**src/hdl/wstc_pkg.sv**
```systemverilog
package wstc_pkg;
    localparam int CORDIC_STEPS = 16;
    localparam int ITW = $clog2(CORDIC_STEPS + 1);
    // 17-bit error scaled by 2^12, plus CORDIC growth
    localparam int CW = 32;
    localparam int ZW = 20;
    localparam logic signed [ZW-1:0] HALF_PI_Q16 = 20'sd102944;
    localparam logic signed [15:0] PI_Q12 = 16'sd12868;
    localparam logic signed [31:0] GAIN_INV_Q30 = 32'sd652032874;
    localparam logic signed [12:0] ANG_MAX = 13'sd2458;
    localparam logic signed [10:0] LIN_MAX = 11'sd819;
    localparam logic [2:0] CFG_SIDE = 3'd0;
    localparam logic [2:0] CFG_POS_TOL = 3'd1;
    localparam logic [2:0] CFG_HDG_TOL = 3'd2;

    function automatic logic signed [ZW-1:0] atan_q16(input logic [4:0] i);
        case (i)
            5'd0: atan_q16 = 20'sd51472;
            5'd1: atan_q16 = 20'sd30386;
            5'd2: atan_q16 = 20'sd16055;
            5'd3: atan_q16 = 20'sd8150;
            5'd4: atan_q16 = 20'sd4091;
            5'd5: atan_q16 = 20'sd2047;
            5'd6: atan_q16 = 20'sd1024;
            5'd7: atan_q16 = 20'sd512;
            5'd8: atan_q16 = 20'sd256;
            5'd9: atan_q16 = 20'sd128;
            5'd10: atan_q16 = 20'sd64;
            5'd11: atan_q16 = 20'sd32;
            5'd12: atan_q16 = 20'sd16;
            5'd13: atan_q16 = 20'sd8;
            5'd14: atan_q16 = 20'sd4;
            5'd15: atan_q16 = 20'sd2;
            5'd16: atan_q16 = 20'sd1;
            default: atan_q16 = 20'sd0;
        endcase
    endfunction
endpackage

```
**src/hdl/wstc_if.sv**
```systemverilog
interface wstc_in_if (input logic i_clk);
    logic valid;
    logic ready;
    logic signed [15:0] pos_x;
    logic signed [15:0] pos_y;
    logic signed [15:0] heading;
    modport source (output valid, pos_x, pos_y, heading, input ready);
    modport sink (input valid, pos_x, pos_y, heading, output ready);
endinterface

interface wstc_out_if (input logic i_clk);
    logic valid;
    logic ready;
    logic signed [10:0] linear_cmd;
    logic signed [12:0] angular_cmd;
    logic [1:0] target_index;
    logic corner_reached;
    modport source (output valid, linear_cmd, angular_cmd, target_index, corner_reached,
                    input ready);
    modport sink (input valid, linear_cmd, angular_cmd, target_index, corner_reached,
                  output ready);
endinterface

```
**src/hdl/waypoint_square_tracking_control_core.sv**
```systemverilog
// Input transfer to result valid passes through S_PREP, the CORDIC iterations, S_ERR,
// S_WRAP (repeated for each heading fold, at most two), S_MUL, S_FIN and S_OUT.
// One item at a time: a new one is not accepted until the last has reached the result
// register and that register is empty; one shared add/shift CORDIC stage iterates once per
// cycle, then the gain multiply and the 10/11 decay take a step each.
// The result register holds until taken; a new item is accepted once it is empty.
// Reset (synchronous, active low): filters and corner index cleared, registers to defaults.
module waypoint_square_tracking_control_core (
    input  logic        i_clk,
    input  logic        i_rst_n,
    input  logic        i_cfg_we,
    input  logic [1:0]  i_cfg_idx,
    input  logic [15:0] i_cfg_data,
    wstc_in_if.sink     s_in,
    wstc_out_if.source  m_out
);
    import wstc_pkg::*;

    typedef enum logic [7:0] {
        S_IDLE = 8'b00000001, S_PREP = 8'b00000010, S_ITER = 8'b00000100,
        S_ERR  = 8'b00001000, S_WRAP = 8'b00010000, S_MUL  = 8'b00100000,
        S_FIN  = 8'b01000000, S_OUT  = 8'b10000000
    } t_state;

    t_state r_state;
    logic signed [15:0] r_side;
    logic [14:0] r_ptol;
    logic [13:0] r_htol;
    logic signed [12:0] r_ang;
    logic signed [10:0] r_lin;
    logic [1:0] r_corner;
    logic signed [16:0] r_ex, r_ey;
    logic signed [15:0] r_hd;
    logic signed [CW-1:0] r_x, r_y;
    logic signed [ZW-1:0] r_z;
    logic [ITW-1:0] r_it;
    logic signed [17:0] r_err;
    logic signed [63:0] r_prod;
    logic r_reach, r_zero;

    logic signed [CW-1:0] dx, dy;
    logic signed [16:0] cx, cy;
    logic signed [17:0] bear, e0, ae;
    logic signed [31:0] afil;
    logic signed [17:0] ang_n;
    logic [10:0] lin_abs;
    logic [14:0] dec;
    logic [16:0] aex, aey;
    logic signed [25:0] lin_q;

    assign s_in.ready = (r_state == S_IDLE) && !m_out.valid;
    assign dx = r_y >>> r_it;
    assign dy = r_x >>> r_it;
    assign cx = (r_corner == 2'd1 || r_corner == 2'd2) ? 17'(r_side) : 17'sd0;
    assign cy = r_corner[1] ? 17'(r_side) : 17'sd0;
    assign bear = r_zero ? 18'sd0 : 18'((r_z + 20'sd8) >>> 4);
    assign e0 = bear - 18'(r_hd);
    assign ae = r_err < 0 ? -r_err : r_err;
    assign afil = (32'sd26214 * 32'(r_ang) + 32'sd16384 * 32'(r_err) + 32'sd16384) >>> 15;
    assign lin_abs = r_lin < 0 ? 11'(-r_lin) : 11'(r_lin);
    // x*10/11 via reciprocal: 10*2979/32768 with one-step correction
    assign dec = 15'(({4'd0, lin_abs} * 15'd10));
    assign aex = r_ex < 0 ? 17'(-r_ex) : 17'(r_ex);
    assign aey = r_ey < 0 ? 17'(-r_ey) : 17'(r_ey);
    assign lin_q = 26'(r_prod >>> 38);

    logic [14:0] q11;
    always_comb begin
        q11 = 15'((27'(dec) * 27'd2979) >> 15);
        if (dec - 15'(q11 * 15'd11) >= 15'd11) q11 = q11 + 15'd1;
        ang_n = afil > 32'sd2458 ? 18'sd2458 : afil < -32'sd2458 ? -18'sd2458 : 18'(afil);
    end

    always_ff @(posedge i_clk) begin
        if (!i_rst_n) begin
            r_state <= S_IDLE;
            r_side <= 16'sd1024; r_ptol <= 15'd51; r_htol <= 14'd205;
            r_ang <= '0; r_lin <= '0; r_corner <= '0;
            m_out.valid <= 1'b0;
        end else begin
            if (i_cfg_we) begin
                case ({1'b0, i_cfg_idx})
                    CFG_SIDE: r_side <= i_cfg_data;
                    CFG_POS_TOL: r_ptol <= i_cfg_data[14:0];
                    CFG_HDG_TOL: r_htol <= i_cfg_data[13:0];
                    default: ;
                endcase
            end
            if (m_out.valid && m_out.ready) m_out.valid <= 1'b0;
            case (r_state)
                S_IDLE: if (s_in.valid && s_in.ready) begin
                    r_ex <= cx - 17'(s_in.pos_x);
                    r_ey <= cy - 17'(s_in.pos_y);
                    r_hd <= s_in.heading;
                    r_state <= S_PREP;
                end
                S_PREP: begin
                    r_zero <= (r_ex == 0) && (r_ey == 0);
                    r_reach <= (aex < 17'(r_ptol)) && (aey < 17'(r_ptol));
                    r_it <= '0;
                    if (r_ex < 0) begin
                        if (r_ey >= 0) begin
                            r_x <= CW'(r_ey) <<< 12; r_y <= -(CW'(r_ex) <<< 12);
                            r_z <= HALF_PI_Q16;
                        end else begin
                            r_x <= -(CW'(r_ey) <<< 12); r_y <= CW'(r_ex) <<< 12;
                            r_z <= -HALF_PI_Q16;
                        end
                    end else begin
                        r_x <= CW'(r_ex) <<< 12; r_y <= CW'(r_ey) <<< 12; r_z <= '0;
                    end
                    r_state <= S_ITER;
                end
                S_ITER: begin
                    if (r_y >= 0) begin
                        r_x <= r_x + dx; r_y <= r_y - dy; r_z <= r_z + atan_q16(5'(r_it));
                    end else begin
                        r_x <= r_x - dx; r_y <= r_y + dy; r_z <= r_z - atan_q16(5'(r_it));
                    end
                    r_it <= r_it + 1'b1;
                    if (r_it == ITW'(CORDIC_STEPS - 1)) r_state <= S_ERR;
                end
                S_ERR: begin
                    r_err <= e0;
                    r_prod <= 64'(r_zero ? 32'sd0 : r_x) * 64'(GAIN_INV_Q30);
                    r_state <= S_WRAP;
                end
                S_WRAP: begin
                    // bearing lies within about +-pi and heading within about +-2.5 pi: at most two folds
                    if (r_err > 18'(PI_Q12)) r_err <= r_err - 18'sd25736;
                    else if (r_err <= -18'(PI_Q12)) r_err <= r_err + 18'sd25736;
                    else r_state <= S_MUL;
                end
                S_MUL: begin
                    r_ang <= 13'(ang_n);
                    if (ae < 18'(r_htol))
                        r_lin <= lin_q > 26'sd819 ? LIN_MAX : 11'(lin_q);
                    else
                        r_lin <= r_lin < 0 ? -11'(q11) : 11'(q11);
                    r_state <= S_FIN;
                end
                S_FIN: begin
                    if (r_reach) r_corner <= r_corner + 2'd1;
                    r_state <= S_OUT;
                end
                S_OUT: begin
                    m_out.linear_cmd <= r_lin;
                    m_out.angular_cmd <= r_ang;
                    m_out.target_index <= r_corner;
                    m_out.corner_reached <= r_reach;
                    m_out.valid <= 1'b1;
                    r_state <= S_IDLE;
                end
                default: r_state <= S_IDLE;
            endcase
        end
    end

    a_ready_idle: assert property (@(posedge i_clk) disable iff (!i_rst_n)
        s_in.ready |-> r_state == S_IDLE) else $error("ready outside idle");
    a_ang_range: assert property (@(posedge i_clk) disable iff (!i_rst_n)
        r_ang <= ANG_MAX && r_ang >= -ANG_MAX) else $error("angular out of range");
    a_lin_range: assert property (@(posedge i_clk) disable iff (!i_rst_n)
        r_lin <= LIN_MAX && r_lin >= -LIN_MAX) else $error("linear out of range");
    a_one_hot: assert property (@(posedge i_clk) disable iff (!i_rst_n)
        $onehot(r_state)) else $error("state not one-hot");
endmodule
```
**src/flat_wrapper.sv**
```systemverilog
// flat-port wrapper written by rule: the top's interface ports become plain ports
module waypoint_square_tracking_control_core_flat import wstc_pkg::*;
  (i_clk, i_rst_n, i_cfg_we, i_cfg_idx, i_cfg_data, s_in_valid, s_in_pos_x, s_in_pos_y, s_in_heading, s_in_ready, m_out_valid, m_out_linear_cmd, m_out_angular_cmd, m_out_target_index, m_out_corner_reached, m_out_ready);
  wstc_in_if s_in_i (.i_clk(i_clk));
  wstc_out_if m_out_i (.i_clk(i_clk));
  input  logic i_clk;
  input  logic i_rst_n;
  input  logic i_cfg_we;
  input  logic [1:0] i_cfg_idx;
  input  logic [15:0] i_cfg_data;
  input wire logic [$bits(s_in_i.valid)-1:0] s_in_valid;
  input wire logic [$bits(s_in_i.pos_x)-1:0] s_in_pos_x;
  input wire logic [$bits(s_in_i.pos_y)-1:0] s_in_pos_y;
  input wire logic [$bits(s_in_i.heading)-1:0] s_in_heading;
  output wire logic [$bits(s_in_i.ready)-1:0] s_in_ready;
  output wire logic [$bits(m_out_i.valid)-1:0] m_out_valid;
  output wire logic [$bits(m_out_i.linear_cmd)-1:0] m_out_linear_cmd;
  output wire logic [$bits(m_out_i.angular_cmd)-1:0] m_out_angular_cmd;
  output wire logic [$bits(m_out_i.target_index)-1:0] m_out_target_index;
  output wire logic [$bits(m_out_i.corner_reached)-1:0] m_out_corner_reached;
  input wire logic [$bits(m_out_i.ready)-1:0] m_out_ready;
  assign s_in_i.valid = s_in_valid;
  assign s_in_i.pos_x = s_in_pos_x;
  assign s_in_i.pos_y = s_in_pos_y;
  assign s_in_i.heading = s_in_heading;
  assign s_in_ready = s_in_i.ready;
  assign m_out_valid = m_out_i.valid;
  assign m_out_linear_cmd = m_out_i.linear_cmd;
  assign m_out_angular_cmd = m_out_i.angular_cmd;
  assign m_out_target_index = m_out_i.target_index;
  assign m_out_corner_reached = m_out_i.corner_reached;
  assign m_out_i.ready = m_out_ready;
  waypoint_square_tracking_control_core u_core (.i_clk(i_clk), .i_rst_n(i_rst_n), .i_cfg_we(i_cfg_we), .i_cfg_idx(i_cfg_idx), .i_cfg_data(i_cfg_data), .s_in(s_in_i), .m_out(m_out_i));
endmodule
```
**config.mk**
```make
export PLATFORM = sky130hd
export DESIGN_NAME = waypoint_square_tracking_control_core_flat
export DESIGN_NICKNAME = d
export VERILOG_FILES = /design/src/hdl/wstc_pkg.sv /design/src/hdl/wstc_if.sv /design/src/hdl/waypoint_square_tracking_control_core.sv /design/src/flat_wrapper.sv
export SDC_FILE = /design/constraint.sdc
export NUM_CORES = 2
export LEC_CHECK = 0
export ABC_AREA = 1
export ABC_CLOCK_PERIOD_IN_PS = 25700
export BUFFER_PORTS_ARGS = -buffer_cell sky130_fd_sc_hd__buf_2
export CAP_MARGIN = 20
export CORE_ASPECT_RATIO = 1.5
export CORE_MARGIN = 2
export CORE_UTILIZATION = 30
export CTS_CLUSTER_DIAMETER = 60
export DETAILED_ROUTE_END_ITERATION = 6
export MAX_ROUTING_LAYER = met4
export PLACE_DENSITY_LB_ADDON = 0.08
export SLEW_MARGIN = 25
export SYNTH_ARGS = -nofsm -noshare
export SYNTH_HDL_FRONTEND = slang
export SYNTH_SLANG_ARGS = --single-unit
export TNS_END_PERCENT = 50
```
**constraint.sdc**
```tcl
create_clock -name i_clk -period 25.7 [get_ports i_clk]
set_clock_uncertainty 0.15 [all_clocks]
set_input_delay 0 -clock i_clk [delete_from_list [all_inputs] [get_ports i_clk]]
set_output_delay 0 -clock i_clk [all_outputs]
set_load 0.02 [all_outputs]
```
==> Yosys cells after proc, flatten, opt, wreduce, memory -nomap -nowiden <==
Memory sizes are Yosys's and may differ from the RTL's. A register that Yosys moved wholly into a read port is not among the register bits.
Index checks and enable logic that the tools add are counted.
{ "classes": {"n_reduce_logical": 24, "add_sub_neg": 25, "mux": 45, "n_shift": 2, "mul": 5, "magnitude_cmp": 15, "n_eq_ne": 18} }
{ "ops": {"columns": ["op", "n"], "rows": [
  ["2-to-1 mux 32 bit", 6],
  ["2-to-1 mux 20 bit", 9],
  ["one-hot mux 32 bit (2 select lines)", 2],
  ["2-to-1 mux 18 bit", 4],
  ["2-to-1 mux 17 bit", 4],
  ["adder 32 bit", 2],
  ["zero test 32 bit", 2],
  ["multiplier 64 x 30 -> 63 bit, second input constant", 1],
  ["2-to-1 mux 64 bit", 1],
  ["negation 29 -> 32 bit", 2],
  [">>> shifter 32 x 5 -> 32 bit", 2],
  ["subtractor 32 bit", 2],
  ["one-hot mux 8 bit (7 select lines)", 1],
  ["2-to-1 mux 11 bit", 5],
  ["one-hot mux 20 bit (2 select lines)", 1],
  ["one-hot mux 18 bit (2 select lines)", 1],
  ["less-than comparator 17 x 1 -> 1 bit, second input constant", 2],
  ["less-than comparator 17 x 15 -> 1 bit", 2],
  ["negation 17 bit", 2],
  ["subtractor 17 x 16 -> 17 bit", 2],
  ["adder 29 x 32 -> 32 bit", 1],
  ["adder 32 x 16 -> 32 bit, second input constant", 1],
  [">= comparator 32 x 1 -> 1 bit, second input constant", 1],
  ["2-to-1 mux 8 bit", 4],
  ["other kinds (52)", 74]
]} }
{ "totals": {"ff_bits": 329, "elab_cells": 159, "mem_count": 2, "mem_bits_ro": 1024, "output_inout_bits": 29, "inputBits": 71} }
{ "mem_list": {"columns": ["memory", "depth", "word_bits", "rd", "rd_clocked_by_memory_dff", "write_ports", "line", "rtl"], "rows": [
  ["(no name shown)", 32, 16, 1, 1, 0, "wstc_pkg.sv:17", "case (i)"],
  ["(no name shown)", 32, 16, 1, 1, 0, "wstc_pkg.sv:17", null]
]} }

==> Longest topological paths before layout <==
{ "logic_depth": {"depth_word": 11, "ltp_mapped": 70, "depth_no_buf": 69} }

==> Worst setup path before layout <==
OpenSTA, ideal clock, no wires.
{ "synth_timing": {"path_kind": "register to register", "start": "register u_core.r_lin[10]", "end": "register u_core.r_lin[10]", "setup_slack_ns": 15.162, "stages_incl_launch_ff": 54, "period_less_slack_ns": 10.538, "t_required_ns": 25.431, "setup_ns": 0.119, "path_buffers": 3, "arrival_time_ns": 10.269, "cell_sequence": "dfxtp_1 > clkbuf_1 > clkbuf_1 > o21ai_0 > xnor2_1 > ha_1 > inv_1 > fa_1 > o21ai_1 > xor2_1 > inv_1 > ha_1 > inv_1 > fa_1 > inv_1 > fa_1 > fa_1 > inv_1 > (+18 left out) > ha_1 > a21oi_1 > a21boi_0 > nand4_1 > nand2_1 > nand3b_1 > nor2_2 > nand4_2 > buf_6 > nand2_4 > xor2_4 > nand2_4 > nor2_4 > nand2_1 > nand2_1 > nand3_1 > nand3_1 > a21oi_1"} }
{ "synth_between": {"elab_chain_cells": 11, "elab_cells_between_ends": 13, "classes_between": "add/sub (4); mul (3); order compare (2); mux (4)"} }
{ "synth_rtl": {"columns": ["element", "line", "rtl"], "rows": [
  ["start: declaration", "waypoint_square_tracking_control_core.sv:30", "logic signed [10:0] r_lin;"],
  ["start signal: assignment", "waypoint_square_tracking_control_core.sv:137", "r_lin <= lin_q > 26'sd819 ? LIN_MAX : 11'(lin_q);"],
  ["start signal: assignment", "waypoint_square_tracking_control_core.sv:139", "r_lin <= r_lin < 0 ? -11'(q11) : 11'(q11);"],
  ["negation 11 bit / less-than comparator 11 x 1 -> 1 bit (equally long branches)", "waypoint_square_tracking_control_core.sv:60, waypoint_square_tracking_control_core.sv:139", null],
  ["2-to-1 mux 11 bit", "waypoint_square_tracking_control_core.sv:60", "assign lin_abs = r_lin < 0 ? 11'(-r_lin) : 11'(r_lin);"],
  ["multiplier 11 x 3 -> 14 bit", "waypoint_square_tracking_control_core.sv:62", "assign dec = 15'(({4'd0, lin_abs} * 15'd10));"],
  ["multiplier 14 x 12 -> 26 bit", "waypoint_square_tracking_control_core.sv:69", "q11 = 15'((27'(dec) * 27'd2979) >> 15);"],
  ["multiplier 12 x 4 -> 15 bit", "waypoint_square_tracking_control_core.sv:70", "if (dec - 15'(q11 * 15'd11) >= 15'd11) q11 = q11 + 15'd1;"],
  ["subtractor 15 bit", "waypoint_square_tracking_control_core.sv:70", null],
  [">= comparator 15 x 4 -> 1 bit", "waypoint_square_tracking_control_core.sv:70", null],
  ["2-to-1 mux 11 bit", "waypoint_square_tracking_control_core.sv:70", null],
  ["negation 11 bit", "waypoint_square_tracking_control_core.sv:139", null],
  ["2-to-1 mux 11 bit (*)", "waypoint_square_tracking_control_core.sv:139", null],
  ["2-to-1 mux 11 bit (*)", "waypoint_square_tracking_control_core.sv:136", "if (ae < 18'(r_htol))"]
]} }
Mark *: on every way between the ends. The rest lies on a longest branch, timed or not.
A chain may end at the register's enable or synchronous reset.

==> Worst setup path after layout <==
{ "layout_timing": {"start": "register u_core.r_lin[0]", "end": "register u_core.r_lin[9]"} }
The elaborated chain is that of the path after synthesis.

==> report_table.html <==
<table>
<tr><th>Metric</th><th>Value</th></tr>
<tr><th colspan="2">Hold path</th></tr>
<tr><td>Tightest Hold Check Type</td><td>input port to flop</td></tr>
<tr><td>Worst Hold Endpoint</td><td>u_core.r_htol[3]</td></tr>
<tr><td>Hold path cells</td><td>4</td></tr>
<tr><td>Hold wc startpoint</td><td>i_cfg_data[3]</td></tr>
<tr><th colspan="2">STA</th></tr>
<tr><td>Peak Freq</td><td>80.9 MHz</td></tr>
<tr><td>Fin. max-slew vios</td><td>0</td></tr>
<tr><td>Setup repair after global routing missed its margin</td><td>false</td></tr>
<tr><td>Slew at the pin closest to its max-slew limit</td><td>1.18 ns</td></tr>
<tr><td>Number of failing setup endpoints in the final timing report</td><td>0</td></tr>
<tr><td>Setup total negative slack</td><td>0 ns</td></tr>
<tr><td>Fin crit share</td><td>0.481</td></tr>
<tr><td>Period minus WS final</td><td>12.36 ns</td></tr>
<tr><td>Headroom to the max-slew limit</td><td>0.209</td></tr>
<tr><td>Worst hold slack</td><td>0.0500 ns</td></tr>
<tr><td>Hold Violations, Final</td><td>0</td></tr>
<tr><th colspan="2">Global route</th></tr>
<tr><td>Antenna violations before repair</td><td>1</td></tr>
<tr><td>Largest net degree at the start of global routing</td><td>70</td></tr>
<tr><td>GR Overflow Total</td><td>0</td></tr>
<tr><td>Global-route wire length before repair</td><td>292 mm</td></tr>
<tr><td>Total GRT Usage</td><td>0.219</td></tr>
<tr><td>Via count of the first global-routing pass</td><td>47100</td></tr>
<tr><th colspan="2">Layout</th></tr>
<tr><td>Share of final-layout standard cells stronger than drive strength 1</td><td>0.0532</td></tr>
<tr><td>Number of nets in the layout</td><td>8338</td></tr>
<tr><td>Post-route non-filler standard cell count</td><td>9255</td></tr>
<tr><td>Final Core Density</td><td>0.336</td></tr>
<tr><td>Most frequent cells in the layout</td><td>inv_1 (1441), nand2_1 (1058), ha_1 (749), fa_1 (613), a21oi_1 (461)</td></tr>
<tr><td>Area delta synth-&gt;final</td><td>11.5%</td></tr>
<tr><td>Most common cell after layout, fill and taps aside</td><td>inv_1</td></tr>
<tr><td>Post-route cell area</td><td>60000 um^2</td></tr>
<tr><th colspan="2">Yosys</th></tr>
<tr><td>Fraction of synthesized area in multiplexers</td><td>0.00782</td></tr>
<tr><td>Primary FF master, synth</td><td>edfxtp_1</td></tr>
<tr><td>Complex-gate fraction of the synthesized area</td><td>0.126</td></tr>
<tr><td>Adder-cell share of the synthesized area</td><td>0.402</td></tr>
<tr><td>Fraction of registers with async set or reset after synthesis</td><td>0</td></tr>
<tr><td>Summed instance area of the synthesized netlist</td><td>53800 um^2</td></tr>
<tr><td>Combinational family with the most area after synthesis</td><td>adder cells</td></tr>
<tr><td>Net count after synthesis</td><td>8148</td></tr>
<tr><td>Sequential-to-total area share from yosys stat</td><td>0.154</td></tr>
<tr><td>Share of synthesized cell area in and, or, nand and nor gates</td><td>0.151</td></tr>
<tr><td>Most area-hungry cell type in the Yosys netlist</td><td>fa_1</td></tr>
<tr><td>Xor-xnor portion of the synthesized cell area</td><td>0.0442</td></tr>
<tr><td>Register bit total from synthesis</td><td>308</td></tr>
<tr><td>Number of synthesized flops with an enable pin</td><td>212</td></tr>
<tr><td>Number of instances in the synthesized netlist</td><td>6715</td></tr>
<tr><td>Mean Syn Cell Area</td><td>8.01 um^2</td></tr>
<tr><td>Top cells by area in the synthesized netlist</td><td>fa_1 (23%), ha_1 (17%), edfxtp_1 (12%)</td></tr>
<tr><td>Share of Yosys cell area claimed by the top area cell type</td><td>0.228</td></tr>
<tr><td>Yosys Warn Count</td><td>0</td></tr>
<tr><td>Library cells used by synthesis</td><td>79</td></tr>
<tr><th colspan="2">Place</th></tr>
<tr><td>Placed inst area</td><td>57000 um^2</td></tr>
<tr><td>Count of buffers from port buffering</td><td>99</td></tr>
<tr><td>Post-detail-place hpwl</td><td>168 mm</td></tr>
<tr><td>Gpl congestion</td><td>0.929</td></tr>
<tr><td>Cell Count Post-Placement</td><td>9041</td></tr>
<tr><th colspan="2">Setup path</th></tr>
<tr><td>Type of destination of the critical path</td><td>flop</td></tr>
<tr><td>Number of cell instances on the worst register-to-register path</td><td>54</td></tr>
<tr><td>Data arrival time of the worst path</td><td>12.81 ns</td></tr>
<tr><td>Standard cell with the maximum stage delay on the critical path</td><td>dfxtp_1</td></tr>
<tr><td>Critical setup path kind</td><td>flop to flop</td></tr>
<tr><td>CP Max Fanout</td><td>12</td></tr>
<tr><td>WP data required</td><td>26.15 ns</td></tr>
<tr><td>Worst R2R End</td><td>u_core.r_lin[9]</td></tr>
<tr><td>Peak per-stage delay on the critical path</td><td>0.66 ns</td></tr>
<tr><td>Crit path launch type</td><td>flop</td></tr>
<tr><td>Worst R2R Setup Slack</td><td>13.34 ns</td></tr>
<tr><td>Cell type with the highest occurrence count on the critical path</td><td>nand2_1</td></tr>
<tr><td>R2r startpoint</td><td>u_core.r_lin[0]</td></tr>
<tr><th colspan="2">Outcome</th></tr>
<tr><td>Run status</td><td>complete, no violations</td></tr>
<tr><th colspan="2">Drt</th></tr>
<tr><td>Iter 0 DRT Violations</td><td>2187</td></tr>
<tr><td>Vias per Instance</td><td>4.76</td></tr>
<tr><td>Antenna viol nets, final</td><td>0</td></tr>
<tr><td>Vias post-DR</td><td>44100</td></tr>
<tr><td>Per-cell routed wire length</td><td>20.9 um</td></tr>
<tr><td>DRT Pass-1 Iters</td><td>7</td></tr>
<tr><td>Total detailed-routing wirelength</td><td>193 mm</td></tr>
<tr><td>DR DRC count</td><td>0</td></tr>
<tr><th colspan="2">Floorplanning</th></tr>
<tr><td>Placeable Area</td><td>178000 um^2</td></tr>
<tr><td>Number of top-level design ports</td><td>100</td></tr>
<tr><td>Die width</td><td>350 um</td></tr>
<tr><td>Die height</td><td>523 um</td></tr>
<tr><td>Die Area</td><td>183000 um^2</td></tr>
<tr><td>Number of cell rows</td><td>190</td></tr>
<tr><td>Effective utilization at floorplan</td><td>0.302</td></tr>
<tr><th colspan="2">Clocking</th></tr>
<tr><td>Master cell of the clock root buffer</td><td>clkbuf_16</td></tr>
<tr><td>CTS Buf Count</td><td>52</td></tr>
<tr><td>Buffers inserted by post-CTS timing repair</td><td>0</td></tr>
<tr><td>CTS tree</td><td>done</td></tr>
<tr><td>Clock sink count</td><td>308</td></tr>
<tr><td>Latest clock arrival within the worst-skew pair</td><td>0.69 ns</td></tr>
<tr><td>Maximum count of clock buffers along a single path</td><td>3</td></tr>
<tr><td>Number of H-tree levels</td><td>2</td></tr>
<tr><td>Clock edge transition at the registers on the reported setup and hold paths</td><td>0.06 ns</td></tr>
<tr><th colspan="2">Flow run</th></tr>
<tr><td>Max-cap viol count</td><td>0</td></tr>
<tr><th colspan="2">Pwr</th></tr>
<tr><td>Peak ir drop on the vdd network</td><td>58.1 uV</td></tr>
<tr><td>Leakage power summed over all cells</td><td>30.4 nW</td></tr>
<tr><td>Power density over the cells</td><td>52.8 nW/um^2</td></tr>
</table>
-- layout make-up --
cell class / count / area, um^2
Antenna cell: 2 / 5.00
Clock buffer: 65 / 1500
Clock inverter: 33 / 322
Fill cell: 19100 / 118000
Inverter: 1460 / 5480
Multi-Input combinational cell: 4815 / 39400
Sequential cell: 308 / 8290
Tap cell: 2304 / 2880
Timing Repair Buffer: 268 / 2060
-- routing by layer --
| layer | track usage | vias up | wire length [um] |
|---|---|---|---|
| met5 | - | - | 0 |
| met2 | 0.422 | 633 | 107000 |
| li1 | - | 22000 | - |
| met4 | 0.0783 | 0 | 8090 |
| met3 | 0.0134 | 229 | 3790 |
| met1 | 0.234 | 21200 | 74800 |
-- flip-flops by register name, summed over array words and instances, names as in the netlist, 16 cells and up, named ones only --
name	flops
u_core.r_x	32
u_core.r_y	32
u_core.r_prod	26
u_core.r_z	20
u_core.r_err	18
u_core.r_ex	17
u_core.r_ey	17
u_core.r_hd	16
u_core.r_side	16
-- synthesized netlist by cell type (6+ instances only) --
| master | n |
|---|---|
| nor2_2 | 14 |
| buf_6 | 12 |
| xnor2_1 | 72 |
| nand2_2 | 19 |
| clkbuf_1 | 67 |
| o21ai_0 | 401 |
| nor4_1 | 27 |
| edfxtp_1 | 212 |
| a221oi_1 | 9 |
| a31oi_1 | 52 |
| buf_2 | 29 |
| nand2_1 | 1058 |
| nand4_1 | 52 |
| or2_1 | 12 |
| dfxtp_1 | 96 |
| o211ai_1 | 36 |
| nor2_4 | 6 |
| inv_1 | 1441 |
| a21oi_1 | 461 |
| inv_2 | 14 |
| o21a_1 | 40 |
| o22ai_1 | 10 |
| nor2_1 | 455 |
| a21boi_0 | 10 |
| fa_1 | 613 |
| o31ai_1 | 18 |
| a21o_1 | 19 |
| nand3_1 | 157 |
| a211oi_1 | 10 |
| o21bai_1 | 21 |
| or2_2 | 21 |
| o21ai_2 | 11 |
| buf_1 | 20 |
| nand3b_1 | 11 |
| nand3_2 | 6 |
| o21ai_1 | 90 |
| nor3_1 | 57 |
| mux2i_1 | 42 |
| o221ai_1 | 9 |
| xor2_1 | 189 |
| ha_1 | 749 |
-- cell families after synthesis --
logic type / count (synthesis)
adder cells (fa/ha/maj): 1362
AO/OA/AOI/OAI: 1221
AND/OR/NAND/NOR: 1923
other: 1
XOR/XNOR: 266
buffers and inverters: 1592
multiplexers: 42
flip-flops: 308
-- through the flow --
step,power [mW],setup WS (ns)
final,3.17,13.34
after global routing,3.41,12.19
after CTS,3.21,13.26
after detailed placement,2.44,13.29
after global placement,2.44,13.38
after floorplan,1.80,15.16
-- repair_timing --
item	4_1_cts	5_1_grt
setup endpoints to repair	0	0
resized for setup	0	0
hold buffers	114	0
hold endpoints to repair	111	0
-- worst max path at each step --
| stage | endpoint | cells past startpoint | slack (ns) | from |
|---|---|---|---|---|
| 6_report | u_core.r_lin[9] | 54 | 13.34 | u_core.r_lin[0] |
| 5_1_grt | u_core.r_lin[9] | 57 | 12.19 | u_core.r_lin[0] |
| 2_1_floorplan | u_core.r_lin[10] | 53 | 15.16 | u_core.r_lin[10] |
| 3_3_place_gp | u_core.r_lin[9] | 55 | 13.38 | u_core.r_lin[0] |
| 3_5_place_dp | u_core.r_lin[9] | 56 | 13.29 | u_core.r_lin[0] |
| 4_1_cts | u_core.r_lin[9] | 58 | 13.26 | u_core.r_lin[0] |
-- worst max-delay path: cells and delay by family (launching register included) --
| kind | cells | cell delay, ns |
|---|---|---|
| fa+ha+maj | 12 | 5.05 |
| simple gates | 22 | 3.34 |
| compound gates | 9 | 1.44 |
| xor+xnor | 3 | 0.87 |
| buf+inv | 8 | 0.76 |
| flops | 1 | 0.66 |
-- report_power, final --
part / internal (mW) / switching, mW
clock: 0.424 / 0.310
sequential: 0.585 / 0.0123
combinational: 0.645 / 1.19
total: 1.65 / 1.51
Note: power is estimated with default switching activity, not from simulation.
